<file path="src/cbsnf_pkg.sv">
// cbsnf_pkg: shared sizes, register indexes and word types for the checkerboard split block
// no dependencies; imported by every module of the block
package cbsnf_pkg;

	// line store geometry
	localparam int MAX_WIDTH = 1024;
	localparam int COL_W     = $clog2(MAX_WIDTH);

	// configuration port
	localparam int DIM_W     = 11;
	localparam int CFG_IDX_W = 2;

	localparam logic [CFG_IDX_W-1:0] REG_WIDTH  = CFG_IDX_W'(0);
	localparam logic [CFG_IDX_W-1:0] REG_HEIGHT = CFG_IDX_W'(1);

	localparam logic [DIM_W-1:0] RST_WIDTH  = DIM_W'(1000);
	localparam logic [DIM_W-1:0] RST_HEIGHT = DIM_W'(1000);

	typedef struct packed {
		logic [7:0] red;
		logic [7:0] green;
		logic [7:0] blue;
	} pix_t;

	// one line store column: two rows back and one row back
	typedef struct packed {
		pix_t upper;
		pix_t middle;
	} line_t;

	typedef struct packed {
		logic             en;
		logic [COL_W-1:0] addr;
		line_t            data;
	} line_wr_t;

	// everything the fill logic needs for one output position
	typedef struct packed {
		pix_t self_pix;
		pix_t up;
		pix_t down;
		pix_t left;
		pix_t right;
		logic has_up;
		logic has_down;
		logic has_left;
		logic has_right;
		logic first_owns;
		logic frame_end;
	} nbr_t;

	typedef struct packed {
		pix_t first;
		pix_t second;
		logic frame_end;
	} res_t;

endpackage

</file>
<file path="src/cbsnf_fill.sv">
// cbsnf_fill: per-channel neighbour average and image one / image two selection
// depends on cbsnf_pkg for the neighbour and result words
module cbsnf_fill (
	input  cbsnf_pkg::nbr_t nbr,
	output cbsnf_pkg::res_t res
);
	import cbsnf_pkg::*;

	// 683 / 2048 gives an exact floor of x / 3 for x below 2048
	localparam logic [19:0] RECIP3 = 20'd683;

	function automatic logic [7:0] chan_avg(
		input logic [7:0] u,
		input logic [7:0] d,
		input logic [7:0] l,
		input logic [7:0] r,
		input logic [3:0] has
	);
		logic [9:0]  sum;
		logic [2:0]  n;
		logic [19:0] prod;
		sum  = (has[3] ? {2'b00, u} : 10'd0) + (has[2] ? {2'b00, d} : 10'd0)
		     + (has[1] ? {2'b00, l} : 10'd0) + (has[0] ? {2'b00, r} : 10'd0);
		n    = 3'(has[3]) + 3'(has[2]) + 3'(has[1]) + 3'(has[0]);
		prod = 20'(sum) * RECIP3;
		case (n)
			3'd2:    return sum[8:1];
			3'd3:    return prod[18:11];
			3'd4:    return sum[9:2];
			default: return 8'd0;
		endcase
	endfunction

	logic [3:0] has;
	pix_t       fill;

	assign has = {nbr.has_up, nbr.has_down, nbr.has_left, nbr.has_right};

	// average of the neighbours that exist
	always_comb begin
		fill.red   = chan_avg(nbr.up.red, nbr.down.red, nbr.left.red, nbr.right.red, has);
		fill.green = chan_avg(nbr.up.green, nbr.down.green, nbr.left.green,
		                      nbr.right.green, has);
		fill.blue  = chan_avg(nbr.up.blue, nbr.down.blue, nbr.left.blue, nbr.right.blue, has);
	end

	// owning image takes the pixel as it arrived
	always_comb begin
		res.first     = nbr.first_owns ? nbr.self_pix : fill;
		res.second    = nbr.first_owns ? fill : nbr.self_pix;
		res.frame_end = nbr.frame_end;
	end

endmodule

</file>
<file path="config.mk">
export PLATFORM = sky130hd
export DESIGN_NAME = cbsnf_fill
export DESIGN_NICKNAME = d
export VERILOG_FILES = /design/src/cbsnf_pkg.sv /design/src/cbsnf_fill.sv
export SDC_FILE = /design/constraint.sdc
export NUM_CORES = 1
export LEC_CHECK = 0
export BUFFER_PORTS_ARGS = -buffer_cell sky130_fd_sc_hd__clkbuf_2
export CAP_MARGIN = 0
export CORE_MARGIN = 5
export CORE_UTILIZATION = 46
export DETAILED_ROUTE_END_ITERATION = 10
export PLACE_DENSITY = 0.68
export SLEW_MARGIN = 10
export SYNTH_ARGS = -nofsm -noshare
export SYNTH_HDL_FRONTEND = slang
export SYNTH_SLANG_ARGS = --single-unit
</file>
<file path="constraint.sdc">
create_clock -name vclk -period 24.8
set_input_delay 3.72 -clock vclk [all_inputs]
set_output_delay 3.72 -clock vclk [all_outputs]
set_load 0.1 [all_outputs]
</file>
==> flow_summary.json, run 1 <==
{
  "status": "completed",
  "initial_core_util_pct": 46.4,
  "port_buffers": 173,
  "seq_cell_count": 0,
  "rows": 51,
  "maxCapViolCount": 0,
  "seq_area_um2": 0,
  "synth_common_cells": "inv_1 (211), ha_1 (197), fa_1 (108), and2_1 (71), nor2_1 (66)",
  "yosysUniqueCellTypes": 70,
  "vias": 7812,
  "ctsHoldBuffers": 0,
  "post-route-min-period_ps": 15310,
  "cts_setup_buffers": 0,
  "die_y_um": 149,
  "clkbuf_count": 0,
  "worstSetupEndpointType": "output port",
  "grt_start_max_net_pins": 52,
  "synth_most_common_cell": "inv_1",
  "fin_crit_sh_pct": 61.7,
  "syn_to_final_growth_pct": 12.5,
  "antennaDiodeCount": 0,
  "routed_via_density": 5.26,
  "whs_ps": 7440,
  "synth_area_leaders": "ha_1 (28%), fa_1 (24%), inv_1 (8.9%)",
  "grt_pass1_wl_um": 38400,
  "fp.dieW_um": 149,
  "yosysSeqAreaShare_pct": 0,
  "drive_gt1_share_pct": 17.2,
  "antenna_left": 0,
  "worstMarginPinSlew_ps": 962,
  "postCtsResizedCells": 0,
  "path_class": "in -> out",
  "fin_nets": 1652,
  "setup_violations": 0,
  "cp_data_required_time_ps": 21080,
  "yosys_warnings": 0,
  "gr-usage-all-layers_pct": 20.8,
  "cp_max_fo": 25,
  "slew_headroom_pct": 35.9,
  "grt_setup_unrepaired": "false",
  "hpwl_um": 20600,
  "post-route-util_pct": 52.2,
  "die_area_mm2": 0.0223,
  "crit_top_cell": "inv_1",
  "syn_nets": 1500,
  "syn_area_mm2": 0.00894,
  "place.gp.congestion": 0.935,
  "coreArea_mm2": 0.0193,
  "cp.arrival_ps": 11590,
  "yosysTopAreaCellShare_pct": 27.6,
  "drtIter0Drc": 391,
  "cp-start-kind": "input port",
  "antenna_found_initial": 0,
  "synth_area_per_cell_um2": 8.37,
  "wl_um": 23600,
  "synth_cells": 1069,
  "slowest_delay_ps": 560,
  "max_freq_ghz": 0.0653,
  "pin_count": 175,
  "drc": 0,
  "grt-ovfl-total": 0,
  "avgRoutedWirePerCell_um": 15.9,
  "multi_input_comb_area_mm2": 0.00803,
  "critPathSlowestCell": "xnor2_1",
  "hp-class": "in -> out",
  "hold_viol_final": 0,
  "tns_ps": 0,
  "fill_cells": 1891,
  "drv_slew": 0,
  "first_global_vias": 7762,
  "yosys.area.top_type": "ha_1",
  "first_pass_iters": 5
}
## worst max-delay path: cells and delay by family
| kind | cells | cell delay (ps) |
|---|---|---|
| buffers and inverters | 9 | 1210 |
| adder cells (fa/ha/maj) | 10 | 4000 |
| XOR/XNOR | 2 | 700 |
| AO/OA/AOI/OAI | 6 | 1280 |
| AND/OR/NAND/NOR | 5 | 660 |
## routing by layer
layer / vias up / wire (µm) / global-route usage (%)
li1: 3892 / - / -
met1: 3692 / 10600 / 28.8
met2: 210 / 11500 / 37.2
met3: 18 / 1150 / 0.727
met4: 0 / 340 / 2.65
met5: - / 0 / 0
## layout by cell type (no fill, tap or decap), types with 14 or more instances in the layout
master,count
ha_1,197
nor2_1,66
nand3_1,14
a31oi_1,24
mux2i_1,17
fa_1,108
a21o_1,17
clkbuf_2,173
inv_1,211
xor2_1,17
a21oi_1,32
xnor2_1,27
o21ai_0,14
and2_1,71
nand2_1,62
## worst paths after layout
path   start  endpoint  slack, ps  depth (start not counted)
max   nbr[3]   res[14]       9490                         32
min   nbr[0]    res[0]       7440                          0
## cell families after synthesis
logic type	count (synthesis)	share of synthesized area, %
compound gates	183	15.4
xor+xnor	49	5.34
fa+ha+maj	305	51.7
buf+inv	242	10.2
mux	18	2.03
simple gates	272	15.2
## layout make-up
cell class | count | area share (%)
tap | 265 | 3.29
timing repair buffer | 177 | 8.90
inverter | 215 | 8.02
multi-input combinational | 827 | 79.8
## stage by stage
stage | setup WS [ps] | area (µm²) | cells
6_report | 9490 | 10100 | 1484
5_1_grt | 9020 | 10100 | 1484
4_1_cts | 9450 | 10100 | 1484
3_5_place_dp | 9460 | 10100 | 1484
3_3_place_gp | 9600 | 10100 | 1484
2_1_floorplan | 9040 | 8940 | 1069
Power of run 1 is left out: the tool's default activity adds up to more than one toggle a clock period on the data nets, which glitch-free logic cannot reach.
==> run 2, diff against run 1 <==
PLACE_DENSITY = 0.71   (was 0.68)
clock period = 13.1 ns   (was 24.8 ns; I/O delays follow)
==> run 2 against run 1 <==
Against the previous run: sequential share of layout area is the same; final cell count unchanged; utilization about the same; cell area hardly changed; sequential cell count unchanged; worst setup slack lost 8000 ps; worst hold slack lost 3500 ps; die area unchanged; count of clock-buffer cells in the layout did not move; critical path depth stayed put; first-iteration DRC count is 1.8% lower; non-clock buffer count did not move; critical path type unchanged; critical endpoint is now res[2].
==> flow_summary.json, run 2 (synthesis gave the netlist of run 1 again) <==
{
  "wl_um": 23500,
  "grt_start_max_net_pins": 52,
  "antenna_found_initial": 0,
  "multi_input_comb_area_mm2": 0.00803,
  "port_buffers": 173,
  "die_y_um": 149,
  "setup_violations": 0,
  "min_path_cells": 0,
  "hpwl_um": 20600,
  "place_inst": 1484,
  "grt-ovfl-total": 0,
  "cp_max_fo": 25,
  "cp-start-kind": "input port",
  "first_pass_iters": 5,
  "cts_setup_buffers": 0,
  "drive_gt1_share_pct": 17.3,
  "hp-class": "in -> out",
  "ctsHoldBuffers": 0,
  "postCtsResizedCells": 0,
  "final_cell_mix": "inv_1 (211), ha_1 (197), clkbuf_2 (173)",
  "worstSetupEndpointType": "output port",
  "cp_data_required_time_ps": 11140,
  "crit_top_cell": "inv_1",
  "syn_to_final_growth_pct": 12.5,
  "maxCapViolCount": 0,
  "routed_via_density": 5.31,
  "hold_viol_final": 0,
  "instances_no_fill": 1484,
  "fp.dieW_um": 149,
  "drtIter0Drc": 384,
  "tns_ps": 0,
  "place.gp.congestion": 0.963,
  "pre_cts_slack_ps": 1420,
  "antennaDiodeCount": 0,
  "setup_slack_ps": 1460,
  "rows": 51,
  "post-route-util_pct": 52.2,
  "die_area_mm2": 0.0223,
  "drv_slew": 0,
  "grt_setup_unrepaired": "false",
  "antenna_left": 0,
  "initial_core_util_pct": 46.4,
  "max_freq_ghz": 0.0859,
  "pin_count": 175,
  "clkbuf_count": 0,
  "status": "completed",
  "avgRoutedWirePerCell_um": 15.8,
  "drc": 0,
  "path_class": "in -> out",
  "fin_nets": 1652,
  "cp.arrival_ps": 9670,
  "worstMarginPinSlew_ps": 924,
  "layout_commonest_cell": "inv_1",
  "fin_crit_sh_pct": 88.8,
  "critPathSlowestCell": "fa_1",
  "first_global_vias": 7975,
  "coreArea_mm2": 0.0193,
  "grt_pass1_wl_um": 38300,
  "gr-usage-all-layers_pct": 20.8,
  "seq_area_um2": 0,
  "fill_cells": 1840,
  "slowest_delay_ps": 540,
  "slew_headroom_pct": 38.4,
  "post-route-min-period_ps": 11640,
  "seq_cell_count": 0,
  "vias": 7882
}
[run 2: cell counts in the layout (fill, tap and decap cells not counted)]
Identical to the previous run, type by type.
[run 2: through the flow]
stage               hold WS (ps)  area (µm²)
floorplan                   4140        8940
finish                      3930       10100
detailed placement          3930       10100
global placement            3930       10100
global route                3930       10100
CTS                         3930       10100
[run 2: final timing paths]
check                   from  endpoint  slack (ps)
worst max-delay path  nbr[5]    res[2]        1460
worst min-delay path  nbr[0]    res[0]        3930
[run 2: final cells by class]
type | count | share of cell area, %
tap | 265 | 3.29
multi-input combinational | 827 | 79.8
inverter | 215 | 8.02
timing repair buffer | 177 | 8.90
[run 2: routing by layer]
metal,GRT usage (%),vias to the layer above,share of wire [%]
met5,0,-,0
met4,3.52,0,2.0
met3,1.15,30,4.3
met2,37.4,210,49
met1,28.0,3761,45
li1,-,3881,-
[run 2: worst max-delay path, delay by kind of cell]
kind,cells,cell delay [ps]
AOI/OAI and AO/OA,7,1270
adders and majority gates,10,4050
buffers and inverters,9,1170
xor gates and xnor gates,1,520
and+or+nand+nor,5,690
Power of run 2 is left out for the same reason.
==> run 3, diff against run 2 <==
REMOVE_ABC_BUFFERS = 1   (was default)
==> run 3 against run 2 <==
Against the previous run: sequential share of layout area is the same; utilization is 0.10 points higher; worst hold slack got worse by 0.95 ps; sequential cell count unchanged; highest routed layer is now met5; first-iteration DRC count shrank 21%; final cell count is 0.20% higher; wire length up 4.9%; global-route usage is 1.2 points higher; fmax up 0.15%; cell area up 0.20%; count of clock-buffer cells in the layout unchanged.
==> flow_summary.json, run 3 (synthesis gave the netlist of run 1 again) <==
{
  "drive_gt1_share_pct": 17.4,
  "max_freq_ghz": 0.0861,
  "setup_violations": 0,
  "first_global_vias": 8017,
  "drv_slew": 0,
  "rows": 51,
  "initial_core_util_pct": 46.4,
  "first_pass_iters": 5,
  "hold_end": "res[0]",
  "cp_max_fo": 25,
  "critPathSlowestCell": "fa_1",
  "fp.dieW_um": 149,
  "fin_nets": 1655,
  "syn_to_final_growth_pct": 12.8,
  "slowest_delay_ps": 540,
  "cp.arrival_ps": 9650,
  "finalInstanceArea_mm2": 0.0101,
  "grt-busiest-layer": "met2",
  "crit_buf_inv": 9,
  "port_buffers": 173,
  "path_class": "in -> out",
  "hold_viol_final": 0,
  "coreArea_mm2": 0.0193,
  "worstSetupEndpointType": "output port",
  "antennaDiodeCount": 0,
  "drtIter0Drc": 304,
  "hp-class": "in -> out",
  "maxCapViolCount": 0,
  "grt_pass1_wl_um": 39900,
  "final_cell_mix": "inv_1 (210), ha_1 (197), clkbuf_2 (173)",
  "place.gp.congestion": 0.969,
  "fin_crit_sh_pct": 88.7,
  "grt_start_max_net_pins": 52,
  "grt_setup_unrepaired": "false",
  "placed_area_mm2": 0.0101,
  "worstMarginPinSlew_ps": 874,
  "seq_area_um2": 0,
  "slew_headroom_pct": 41.3,
  "die_area_mm2": 0.0223,
  "pin_count": 175,
  "routed_via_density": 5.29,
  "wl_um": 24700,
  "grtUsageMet3_pct": 1.21,
  "postCtsResizedCells": 0,
  "status": "completed",
  "gr-usage-all-layers_pct": 22.0,
  "vias": 7862,
  "met1_usage_pct": 29.2,
  "crit_top_cell": "inv_1",
  "cp_data_required_time_ps": 11140,
  "die_y_um": 149,
  "critical-path-top-delay-family": "adder cells",
  "antenna_left": 0,
  "hpwl_um": 21500,
  "met2_usage_pct": 39.5,
  "cp-startpoint": "nbr[5]",
  "post-route-util_pct": 52.3,
  "clkbuf_count": 0,
  "layout_commonest_cell": "inv_1",
  "avgRoutedWirePerCell_um": 16.6,
  "min_path_cells": 0,
  "ctsHoldBuffers": 0,
  "holdCritStartpoint": "nbr[0]",
  "drc": 0,
  "grt-ovfl-total": 0,
  "antenna_found_initial": 1,
  "tns_ps": 0,
  "post-route-min-period_ps": 11620,
  "seq_cell_count": 0,
  "cts_setup_buffers": 0,
  "cp-start-kind": "input port"
}
-- run 3: cell types whose count changed in the layout (fill, tap and decap cells not counted), sizes merged --
cell    change
buf         +3
clkinv      +1
inv         -1
-- run 3: worst max-delay path by stage --
stage,to,slack (ps),cells after the start
final,res[32],1480,32
after global placement,res[38],1620,33
after floorplan,res[40],990,29
after CTS,res[32],1470,32
after detailed placement,res[32],1460,32
after global routing,res[5],940,32
-- run 3: area by class of cell --
cell class                      instances  area, µm²
Fill cell                            1891       9190
Tap cell                              265        332
Inverter                              215        807
Multi-Input combinational cell        827       8030
Timing Repair Buffer                  180        918
-- run 3: through the flow --
step,instances,hold WS [ps],setup slack [ps]
finish,1487,3930,1480
global route,1487,3930,943
CTS,1487,3930,1470
detailed placement,1487,3930,1460
global placement,1487,3930,1620
floorplan,1042,3930,990
-- run 3: per-layer routing --
layer	share of wire, %	vias up
li1	-	3894
met1	43	3727
met2	50	203
met3	4.2	36
met4	2.7	2
met5	0.053	-
Power of run 3 is left out for the same reason.
