File: src/cbsnf_pkg.sv
// cbsnf_pkg: shared sizes, register indexes and word types for the checkerboard split block
// no dependencies; imported by every module of the block
package cbsnf_pkg;

	// line store geometry
	localparam int MAX_WIDTH = 1024;
	localparam int COL_W     = $clog2(MAX_WIDTH);

	// configuration port
	localparam int DIM_W     = 11;
	localparam int CFG_IDX_W = 2;

	localparam logic [CFG_IDX_W-1:0] REG_WIDTH  = CFG_IDX_W'(0);
	localparam logic [CFG_IDX_W-1:0] REG_HEIGHT = CFG_IDX_W'(1);

	localparam logic [DIM_W-1:0] RST_WIDTH  = DIM_W'(1000);
	localparam logic [DIM_W-1:0] RST_HEIGHT = DIM_W'(1000);

	typedef struct packed {
		logic [7:0] red;
		logic [7:0] green;
		logic [7:0] blue;
	} pix_t;

	// one line store column: two rows back and one row back
	typedef struct packed {
		pix_t upper;
		pix_t middle;
	} line_t;

	typedef struct packed {
		logic             en;
		logic [COL_W-1:0] addr;
		line_t            data;
	} line_wr_t;

	// everything the fill logic needs for one output position
	typedef struct packed {
		pix_t self_pix;
		pix_t up;
		pix_t down;
		pix_t left;
		pix_t right;
		logic has_up;
		logic has_down;
		logic has_left;
		logic has_right;
		logic first_owns;
		logic frame_end;
	} nbr_t;

	typedef struct packed {
		pix_t first;
		pix_t second;
		logic frame_end;
	} res_t;

endpackage

File: src/cbsnf_out_fifo.sv
// cbsnf_out_fifo: two-word result queue between the fill logic and the result channel
// depends on cbsnf_pkg for the result word
module cbsnf_out_fifo (
	input  logic            clk,
	input  logic            arst_n,
	input  logic            push,
	input  cbsnf_pkg::res_t din,
	output logic            full,
	output logic            res_valid,
	input  logic            res_ready,
	output cbsnf_pkg::res_t dout
);
	import cbsnf_pkg::*;

	res_t       slot_q [2];
	logic       wr_ptr_q;
	logic       rd_ptr_q;
	logic [1:0] cnt_q;
	logic       pop;

	assign pop       = res_valid && res_ready;
	assign res_valid = (cnt_q != 2'd0);
	assign full      = (cnt_q == 2'd2);
	assign dout      = slot_q[rd_ptr_q];

	// pointers and fill count
	always_ff @(posedge clk or negedge arst_n) begin
		if (!arst_n) begin
			wr_ptr_q <= 1'b0;
			rd_ptr_q <= 1'b0;
			cnt_q    <= 2'd0;
		end else begin
			if (push) begin
				wr_ptr_q <= ~wr_ptr_q;
			end
			if (pop) begin
				rd_ptr_q <= ~rd_ptr_q;
			end
			case ({push, pop})
				2'b10:   cnt_q <= cnt_q + 2'd1;
				2'b01:   cnt_q <= cnt_q - 2'd1;
				default: cnt_q <= cnt_q;
			endcase
		end
	end

	// payload slots
	always_ff @(posedge clk) begin
		if (push) begin
			slot_q[wr_ptr_q] <= din;
		end
	end

endmodule

File: config.mk
export PLATFORM = sky130hd
export DESIGN_NAME = cbsnf_out_fifo
export DESIGN_NICKNAME = d
export VERILOG_FILES = /design/src/cbsnf_pkg.sv /design/src/cbsnf_out_fifo.sv
export SDC_FILE = /design/constraint.sdc
export NUM_CORES = 1
export LEC_CHECK = 0
export BUFFER_PORTS_ARGS = -buffer_cell sky130_fd_sc_hd__buf_2
export CORE_MARGIN = 1
export CORE_UTILIZATION = 45
export CTS_CLUSTER_DIAMETER = 60
export CTS_CLUSTER_SIZE = 10
export DETAILED_ROUTE_END_ITERATION = 6
export PLACE_DENSITY = 0.83
export SYNTH_ARGS = -nofsm -noshare
export SYNTH_HDL_FRONTEND = slang
export SYNTH_SLANG_ARGS = --single-unit
File: constraint.sdc
create_clock -name clk -period 2.9 [get_ports clk]
set_clock_uncertainty 0.15 [all_clocks]
set_input_delay 0.58 -clock clk [delete_from_list [all_inputs] [get_ports clk]]
set_output_delay 0.58 -clock clk [all_outputs]
set_load 0.005 [all_outputs]
==> impl_results.md, run 1 <==
- CP max stage delay: 680 ps
- Post-Syn Area: approximately 0.0039 mm²
- Max-Cap Viols: 0
- Standard-cell rows: 33
- Metal1 wirelength: 2.41 mm
- Cell count after synthesis: 170
- Die area: roughly 0.0091 mm²
- Core box area: 0.00834 mm²
- CP cell instances: buf_12, mux2_4, buf_2
- CP endpoint kind: output port
- Ant. Diodes: 0
- Final min period: ~2500 ps
- Worst path buffer plus inverter count: 2
- Die height: 95.6 µm
- Setup TNS: 0 ps
- Most common cell after layout, fill and taps aside: buf_2
- Total track usage: 0.136
- Post-CTS Hold Buffers: 1
- Initial antenna violation count: 0
- Period utilisation layout: 0.874
- Peak VDD IR: 0.585 mV
- Pwr/cell area: approximately 900 mW/mm²
- Final WL: 5.96 mm
- RePlAce Congestion: 0.603
- Worst Path Required: 2170 ps
- Vias in the first global route: roughly 1,800
- Worst Tran Pin Value: 644 ps
- Fill cells: 648
- Footprint of the multi-input gates: between 800 and 900 µm²
- Nets: 336
- Chip width: around 96 µm
- Post-synth cell types: 13
- Num CTS Buffers: 9
- H-tree depth: 3
- Pin count of the biggest net entering global routing: 50
- IO Pins: 104
- Final hold slack: 262 ps
- Yosys reg bits: between 100 and 150
- Worst path top cell family by delay: flip-flops
- Synth warn: 0
- Hold Path Class: input port to register
- Peak Freq: 394 MHz
- CTS Buffer Depth: 2
- Outcome: complete, no violations
- Skew-Pair Late Insertion Delay: 340 ps
- Avg Cell Area, Syn: 23.2 µm²
- Starting Density: 0.473
- CTS tree: yes
- Layout area overhead: 21.3%
- Clock Sinks: 102
- Post-cts resize count: 0
- RSZ-0062 raised after global routing: false
- Syn_nets: 224
- Vias per inst: 4.76
- Slew Limit Fails: 0
- Worst Path Arrival: 1800 ps
- Setup CP Type: register to output port
- Most frequent cells in the layout: buf_2 (103), edfxtp_1 (98), mux2_4 (49)
- HPWL Detailed: 4.11 mm
- ANT nets after route: 0
- Reg clk slew, reported paths: 90 ps
- DR top layer: met4
- Share of layout cells above drive strength 1: 0.610
- Port bufs: 103
- Via count: 1,865
- Register area: 0.00305 mm²
- Clock root cell: clkbuf_8
- Critical path peak fanout: 31
- Initial DRC Count: 57
- Slew HR: 0.570
- Pleak: 1.94 nW
- CP max stage cell: dfrtp_4
- Seq/Total Area, Yosys: 0.771
- Met2 wire len: 3.13 mm
- Wire length on met3: about 370 µm
- Startpoint Class: register
- Setup violators final: 0
- Total gr overflow: 0
- DRC violations left: 0
- Final hold violation count: 0
- Wire per inst: 15.2 µm
- Setup bufs post-CTS: 0
- First-pass DRT Iterations: 3
- Global-route wire length before repair: 8.90 mm
[registers in the layout (all words and copies together) (netlist names)]
name / cells
wr_ptr_q: 1
cnt_q: 2
rd_ptr_q: 1
slot_q: 98
[synth_stat cells]
cell,number,share of area
and2b_2,1,0.0022
nor2_1,2,0.0019
or2_4,1,0.0022
inv_1,1,0.00095
and2_1,1,0.0016
edfxtp_1,98,0.75
ha_1,1,0.0032
buf_6,6,0.017
dfrtp_1,4,0.025
xnor2_1,2,0.0044
mux2_4,49,0.19
xor2_1,3,0.0067
and2_4,1,0.0022
[area by class of cell]
cell class,count,area share
clock inverter,5,0.0123
clock buffer,11,0.0275
tap,105,0.0275
sequential,102,0.637
multi-input combinational,61,0.176
timing repair buffer,107,0.120
inverter,1,0.000784
[cell families after synthesis]
group,synth area share
mux,0.186
xor+xnor,0.0111
fa+ha+maj,0.00317
buf+inv,0.0181
simple gates,0.0101
flops,0.771
[worst register-to-register path: stages (launching register included)]
cell and delay [ps]:
dfrtp_1 440, and2_2 600, buf_12 290
[worst paths after layout]
| kind | end | start | cells after the start | slack [ps] |
|---|---|---|---|---|
| setup / recovery | dout[12] | rd_ptr_q | 3 | 370 |
| setup reg to reg | slot_q[1][9] | wr_ptr_q | 2 | 1110 |
| max in group asynchronous | rd_ptr_q | arst_n | 2 | 2040 |
| hold / removal | slot_q[0][32] | din[32] | 1 | 260 |
| min in group asynchronous | wr_ptr_q | arst_n | 2 | 410 |
| hold reg to reg | cnt_q[1] | cnt_q[1] | 1 | 360 |
[report_power, final]
group | internal, mW | total (mW) | leakage [nW] | switching [mW]
clock network | 0.401 | 0.841 | 0.0899 | 0.440
logic | 0.801 | 1.32 | 0.887 | 0.523
registers | 1.96 | 2.13 | 0.966 | 0.168
total | 3.17 | 4.30 | 1.94 | 1.13
[stage by stage]
step	util	instance area, µm²	power (mW)	instances	setup WS [ps]
2_1_floorplan	-	3950	3.08	170	442
3_3_place_gp	0.550	4590	3.47	375	741
3_5_place_dp	0.550	4590	3.52	375	721
4_1_cts	0.574	4790	4.36	392	336
5_1_grt	0.574	4790	4.54	392	287
6_report	0.574	4790	4.30	392	365
[per-layer routing]
metal,GRT usage,vias to the layer above
li1,-,884
met5,0,-
met3,0.0463,7
met4,0.0386,0
met2,0.237,64
met1,0.160,910
No activity file was read; power rests on OpenSTA's default activity.
==> inputs of run 2 (changes only) <==
--- a/config.mk
+++ b/config.mk
@@ -5,7 +5,7 @@
 export SDC_FILE = /design/constraint.sdc
 export NUM_CORES = 1
 export LEC_CHECK = 0
-export BUFFER_PORTS_ARGS = -buffer_cell sky130_fd_sc_hd__buf_2
+export BUFFER_PORTS_ARGS = -buffer_cell sky130_fd_sc_hd__clkbuf_2
 export CORE_MARGIN = 1
 export CORE_UTILIZATION = 45
 export CTS_CLUSTER_DIAMETER = 60
==> impl_results.md, run 2 (same netlist as run 1, synthesis figures left out) <==
- Worst Path Required: between 2000 and 2500 ps
- Share of layout cells above drive strength 1: 0.613
- Standard-cell rows: 33
- Reg2reg setup slack: 1130 ps
- RePlAce Congestion: 0.609
- Clock root cell: clkbuf_8
- DRC violations left: 0
- Final WL: 5.88 mm
- Chip width: 95.6 µm
- Setup TNS: 0 ps
- Clock Sinks: approximately 100
- Worst Path Arrival: roughly 1800 ps
- Total track usage: 0.133
- H-tree depth: 3
- Max-Cap Viols: 0
- CTS Buffer Depth: 2
- Initial antenna violation count: 0
- Layout area overhead: 22.0%
- Port bufs: 103
- Footprint of the multi-input gates: 841 µm²
- FF-to-FF path depth: 2
- Slew HR: 0.564
- CP endpoint kind: output port
- RSZ-0062 raised after global routing: false
- Hold Path Class: input port to register
- DR top layer: met4
- Most frequent cells in the layout: clkbuf_2 (103), edfxtp_1 (98), mux2_4 (49)
- Worst Tran Pin Value: 655 ps
- Outcome: complete, no violations
- First-pass DRT Iterations: 6
- Wire length on met3: 322 µm
- Pwr/cell area: 914 mW/mm²
- Final hold violation count: 0
- Die area: between 0.009 and 0.01 mm²
- Starting Density: 0.473
- Final min period: 2530 ps
- Setup violators final: 0
- HPWL Detailed: 4.15 mm
- FF-to-FF Start: wr_ptr_q
- Peak Freq: 396 MHz
- Setup CP Type: register to output port
- Top reg by flops: slot_q
- Crit path to: dout[13]
- Pin count of the biggest net entering global routing: 50
- Initial DRC Count: 41
- Total gr overflow: 0
- Metal1 wirelength: 2.42 mm
- Total Power Consumption: 4.40 mW
- Most common cell after layout, fill and taps aside: clkbuf_2
- Slew Limit Fails: 0
- Nets: 336
- Global-route wire length before repair: 8.53 mm
- Register area: 0.00305 mm²
- Max reg flops: 98
- Num CTS Buffers: 9
- Reg clk slew, reported paths: ~100 ps
- Via count: 1,827
- Met2 wire len: 3.06 mm
- IO Pins: 104
- Wire per inst: ~15 µm
- ANT nets after route: 0
- Largest regs: slot_q (98), cnt_q (2)
- Vias in the first global route: 1,797
- Die height: 95.6 µm
- CTS tree: yes
- CP startpoint: rd_ptr_q
- Peak VDD IR: 0.537 mV
- Skew-Pair Late Insertion Delay: between 300 and 400 ps
- Critical path peak fanout: 31
- Pleak: 1.99 nW
- Core box area: 0.00834 mm²
- Period utilisation layout: 0.871
- Fill cells: between 600 and 700
- Ant. Diodes: 0
- Vias per inst: 4.66
- Startpoint Class: register
- RR Endpoint: slot_q[1][9]
==> run 2: cell types whose count changed in the layout (fill, tap and decap cells not counted), sizes merged <==
cell,previous run,this run
clkinv,1,3
bufinv,1,2
clkinvlp,2,0
inv,2,3
buf,106,3
clkbuf,11,112
==> run 2: repair_timing <==
action | in CTS | in global routing
gates resized for setup | 0 | 0
hold buffers | 1 | 0
hold endpoints to repair | 4 | 0
setup buffers | 0 | 0
==> run 2: per-layer routing <==
metal	track usage	vias up
met1	0.163	866
met3	0.0311	9
met2	0.222	67
li1	-	885
met4	0.0634	0
met5	0	-
==> run 2: final cells by class <==
cell class	count	area share
clock buffers	9	0.0257
clock inverters	7	0.0198
inverters	1	0.000780
multi-input cells	61	0.175
flip-flops and latches	102	0.633
well taps	105	0.0273
repair buffers	107	0.119
==> run 2: power breakdown <==
part | switching, mW | internal [mW] | total [mW]
clock network | 0.455 | 0.489 | 0.945
logic | 0.526 | 0.800 | 1.33
registers | 0.167 | 1.96 | 2.13
==> run 2: through the flow <==
step / instances / utilization / setup WS (ps) / hold WS, ps / instance area, µm²
after floorplan: 170 / - / 442 / 134 / 3950
after global placement: 375 / 0.550 / 752 / 245 / 4590
after detailed placement: 375 / 0.550 / 741 / 251 / 4590
after CTS: 392 / 0.577 / 347 / 241 / 4810
after global routing: 392 / 0.577 / 300 / 230 / 4810
final: 392 / 0.577 / 374 / 258 / 4810
==> run 2: worst max-delay path: stages (launching register included) <==
cell and delay, ps:
dfrtp_4 680, buf_12 290, mux2_4 320, clkbuf_2 120
==> run 2: worst min path at each step <==
| stage | from | endpoint | slack (ps) | depth (start not counted) |
|---|---|---|---|---|
| after CTS | din[33] | slot_q[1][33] | 240 | 1 |
| after floorplan | arst_n | cnt_q[0] | 130 | 0 |
| after global routing | din[28] | slot_q[1][28] | 230 | 1 |
| after global placement | arst_n | wr_ptr_q | 250 | 1 |
| final | din[28] | slot_q[1][28] | 260 | 1 |
| after detailed placement | arst_n | wr_ptr_q | 250 | 1 |
==> inputs of run 3 (changes only) <==
--- a/config.mk
+++ b/config.mk
@@ -6,12 +6,15 @@
 export NUM_CORES = 1
 export LEC_CHECK = 0
 export BUFFER_PORTS_ARGS = -buffer_cell sky130_fd_sc_hd__clkbuf_2
+export CELL_PAD_IN_SITES_DETAIL_PLACEMENT = 0
+export CELL_PAD_IN_SITES_GLOBAL_PLACEMENT = 1
 export CORE_MARGIN = 1
-export CORE_UTILIZATION = 45
+export CORE_UTILIZATION = 40
 export CTS_CLUSTER_DIAMETER = 60
 export CTS_CLUSTER_SIZE = 10
 export DETAILED_ROUTE_END_ITERATION = 6
-export PLACE_DENSITY = 0.83
+export GPL_TIMING_DRIVEN = 0
+export PLACE_DENSITY = 0.85
 export SYNTH_ARGS = -nofsm -noshare
 export SYNTH_HDL_FRONTEND = slang
 export SYNTH_SLANG_ARGS = --single-unit
==> impl_results.md, run 3 (same netlist as run 1, synthesis figures left out) <==
- Outcome: complete, no violations
- Fill cells: 778
- H-tree depth: 3
- Period utilisation layout: 0.756
- Num CTS Buffers: 9
- Min-delay src: din[28]
- Clock root cell: clkbuf_8
- Total track usage: 0.126
- Placed cells: 404
- Critical path peak fanout: 10
- Final core occ: 0.520
- Worst Path Arrival: 1460 ps
- Reg clk slew, reported paths: 90 ps
- CP endpoint kind: output port
- Most frequent cells in the layout: clkbuf_2 (103), edfxtp_1 (98), mux2_4 (49)
- Final min period: ~2200 ps
- Layout area overhead: 24.1%
- First-pass DRT Iterations: 4
- Hold Path Class: input port to register
- Top reg by flops: slot_q
- Final WL: 6.11 mm
- Startpoint Class: register
- Setup CP Type: register to output port
- Ant. Diodes: 0
- CTS Buffer Depth: 2
- Core box area: 0.00942 mm²
- Worst Path Required: 2170 ps
- IO Pins: 104
- Total Power Consumption: ~4.5 mW
- Pwr/cell area: 916 mW/mm²
- Non-Filler Instances: 421
- Setup violators final: 0
- Vias per inst: 4.45
- Starting Density: 0.419
- Setup bufs post-CTS: 0
- Share of layout cells above drive strength 1: 0.613
- Max reg flops: between 90 and 100
- Global-route wire length before repair: roughly 9.2 mm
- Final Cell Area: 0.00490 mm²
- Slew HR: 0.482
- Reg2reg setup slack: 1100 ps
- Hold path cells: 1
- Worst Tran Pin Value: 775 ps
- Via count: 1,874
- RePlAce Congestion: 0.591
- Wire per inst: 14.5 µm
- Slew Limit Fails: 0
- Post-DP Area: 0.00467 mm²
- Most common cell after layout, fill and taps aside: clkbuf_2
- Final hold violation count: 0
- Peak Freq: 456 MHz
- Max-Cap Viols: 0
- HPWL Detailed: between 4 and 5 mm
- Port bufs: between 100 and 150
- CTS tree: yes
- Die area: 0.0103 mm²
- Worst hold endpoint: slot_q[0][28]
- Setup TNS: 0 ps
- Initial antenna violation count: 0
- Pleak: 2.01 nW
- Skew-Pair Late Insertion Delay: 340 ps
- DRC violations left: 0
- ANT nets after route: 0
- Vias in the first global route: 1,847
- Pin count of the biggest net entering global routing: 27
- Peak VDD IR: 0.593 mV
- RSZ-0062 raised after global routing: false
- FF-to-FF Start: wr_ptr_q
- Die height: 101 µm
- Nets: 341
- RR Endpoint: slot_q[0][36]
- FF-to-FF path depth: 2
- Largest regs: slot_q (98), cnt_q (2)
- Initial DRC Count: 50
- Total gr overflow: 0
- Standard-cell rows: 35
- Chip width: ~100 µm
- Clock Sinks: 102
run 3: changes by cell type in the layout (fill, tap and decap cells not counted), sizes merged:
| cell | change |
|---|---|
| inv | -2 |
| buf | +5 |
| clkbuf | +2 |
| clkinv | -2 |
| clkinvlp | +2 |
run 3: layout make-up:
type / count / area, µm² / share of cell area
buffer: 6 / 67.6 / 0.0138
clock inverter: 5 / 83.8 / 0.0171
multi-input combinational: 61 / 841 / 0.172
sequential: 102 / 3040 / 0.621
tap: 129 / 161 / 0.0330
clock buffer: 11 / 131 / 0.0268
timing repair buffer: 106 / 566 / 0.115
inverter: 1 / 3.75 / 0.000766
run 3: stage by stage:
| stage | setup slack, ps | hold WS (ps) |
|---|---|---|
| after floorplan | 442 | 134 |
| after CTS | 653 | 233 |
| after global routing | 603 | 233 |
| after detailed placement | 741 | 243 |
| after global placement | -425 | 242 |
| final | 708 | 263 |
run 3: report_power, final:
part | switching [mW] | internal [mW]
combinational | 0.639 | 0.863
sequential | 0.0870 | 1.96
clock | 0.452 | 0.488
total | 1.18 | 3.31
run 3: metal layers:
metal	global-route usage	vias up	routed length (µm)
met2	0.210	67	3110
met3	0.0359	10	314
met5	0	-	0
li1	-	898	-
met4	0.0669	0	94
met1	0.150	899	2590
run 3: how the worst max path moves through the flow:
stage          startpoint      endpoint  depth (start not counted)
4_1_cts          rd_ptr_q      dout[43]                          4
3_5_place_dp         push  slot_q[0][2]                          4
3_3_place_gp         push  slot_q[0][1]                          3
5_1_grt          rd_ptr_q      dout[42]                          4
2_1_floorplan        push  slot_q[0][0]                          2
6_report         rd_ptr_q      dout[42]                          4
run 3: repair_timing:
action / CTS / global route
hold buffers: 1 / 0
hold endpoints to repair: 4 / 0
gates resized for setup: 0 / 0
setup endpoints to repair: 0 / 0
run 3: worst max-delay path, stage by stage, from the launching register on:
cell and delay (ps):
dfrtp_1 350, buf_6 140, buf_6 190, mux2_4 310, clkbuf_2 130
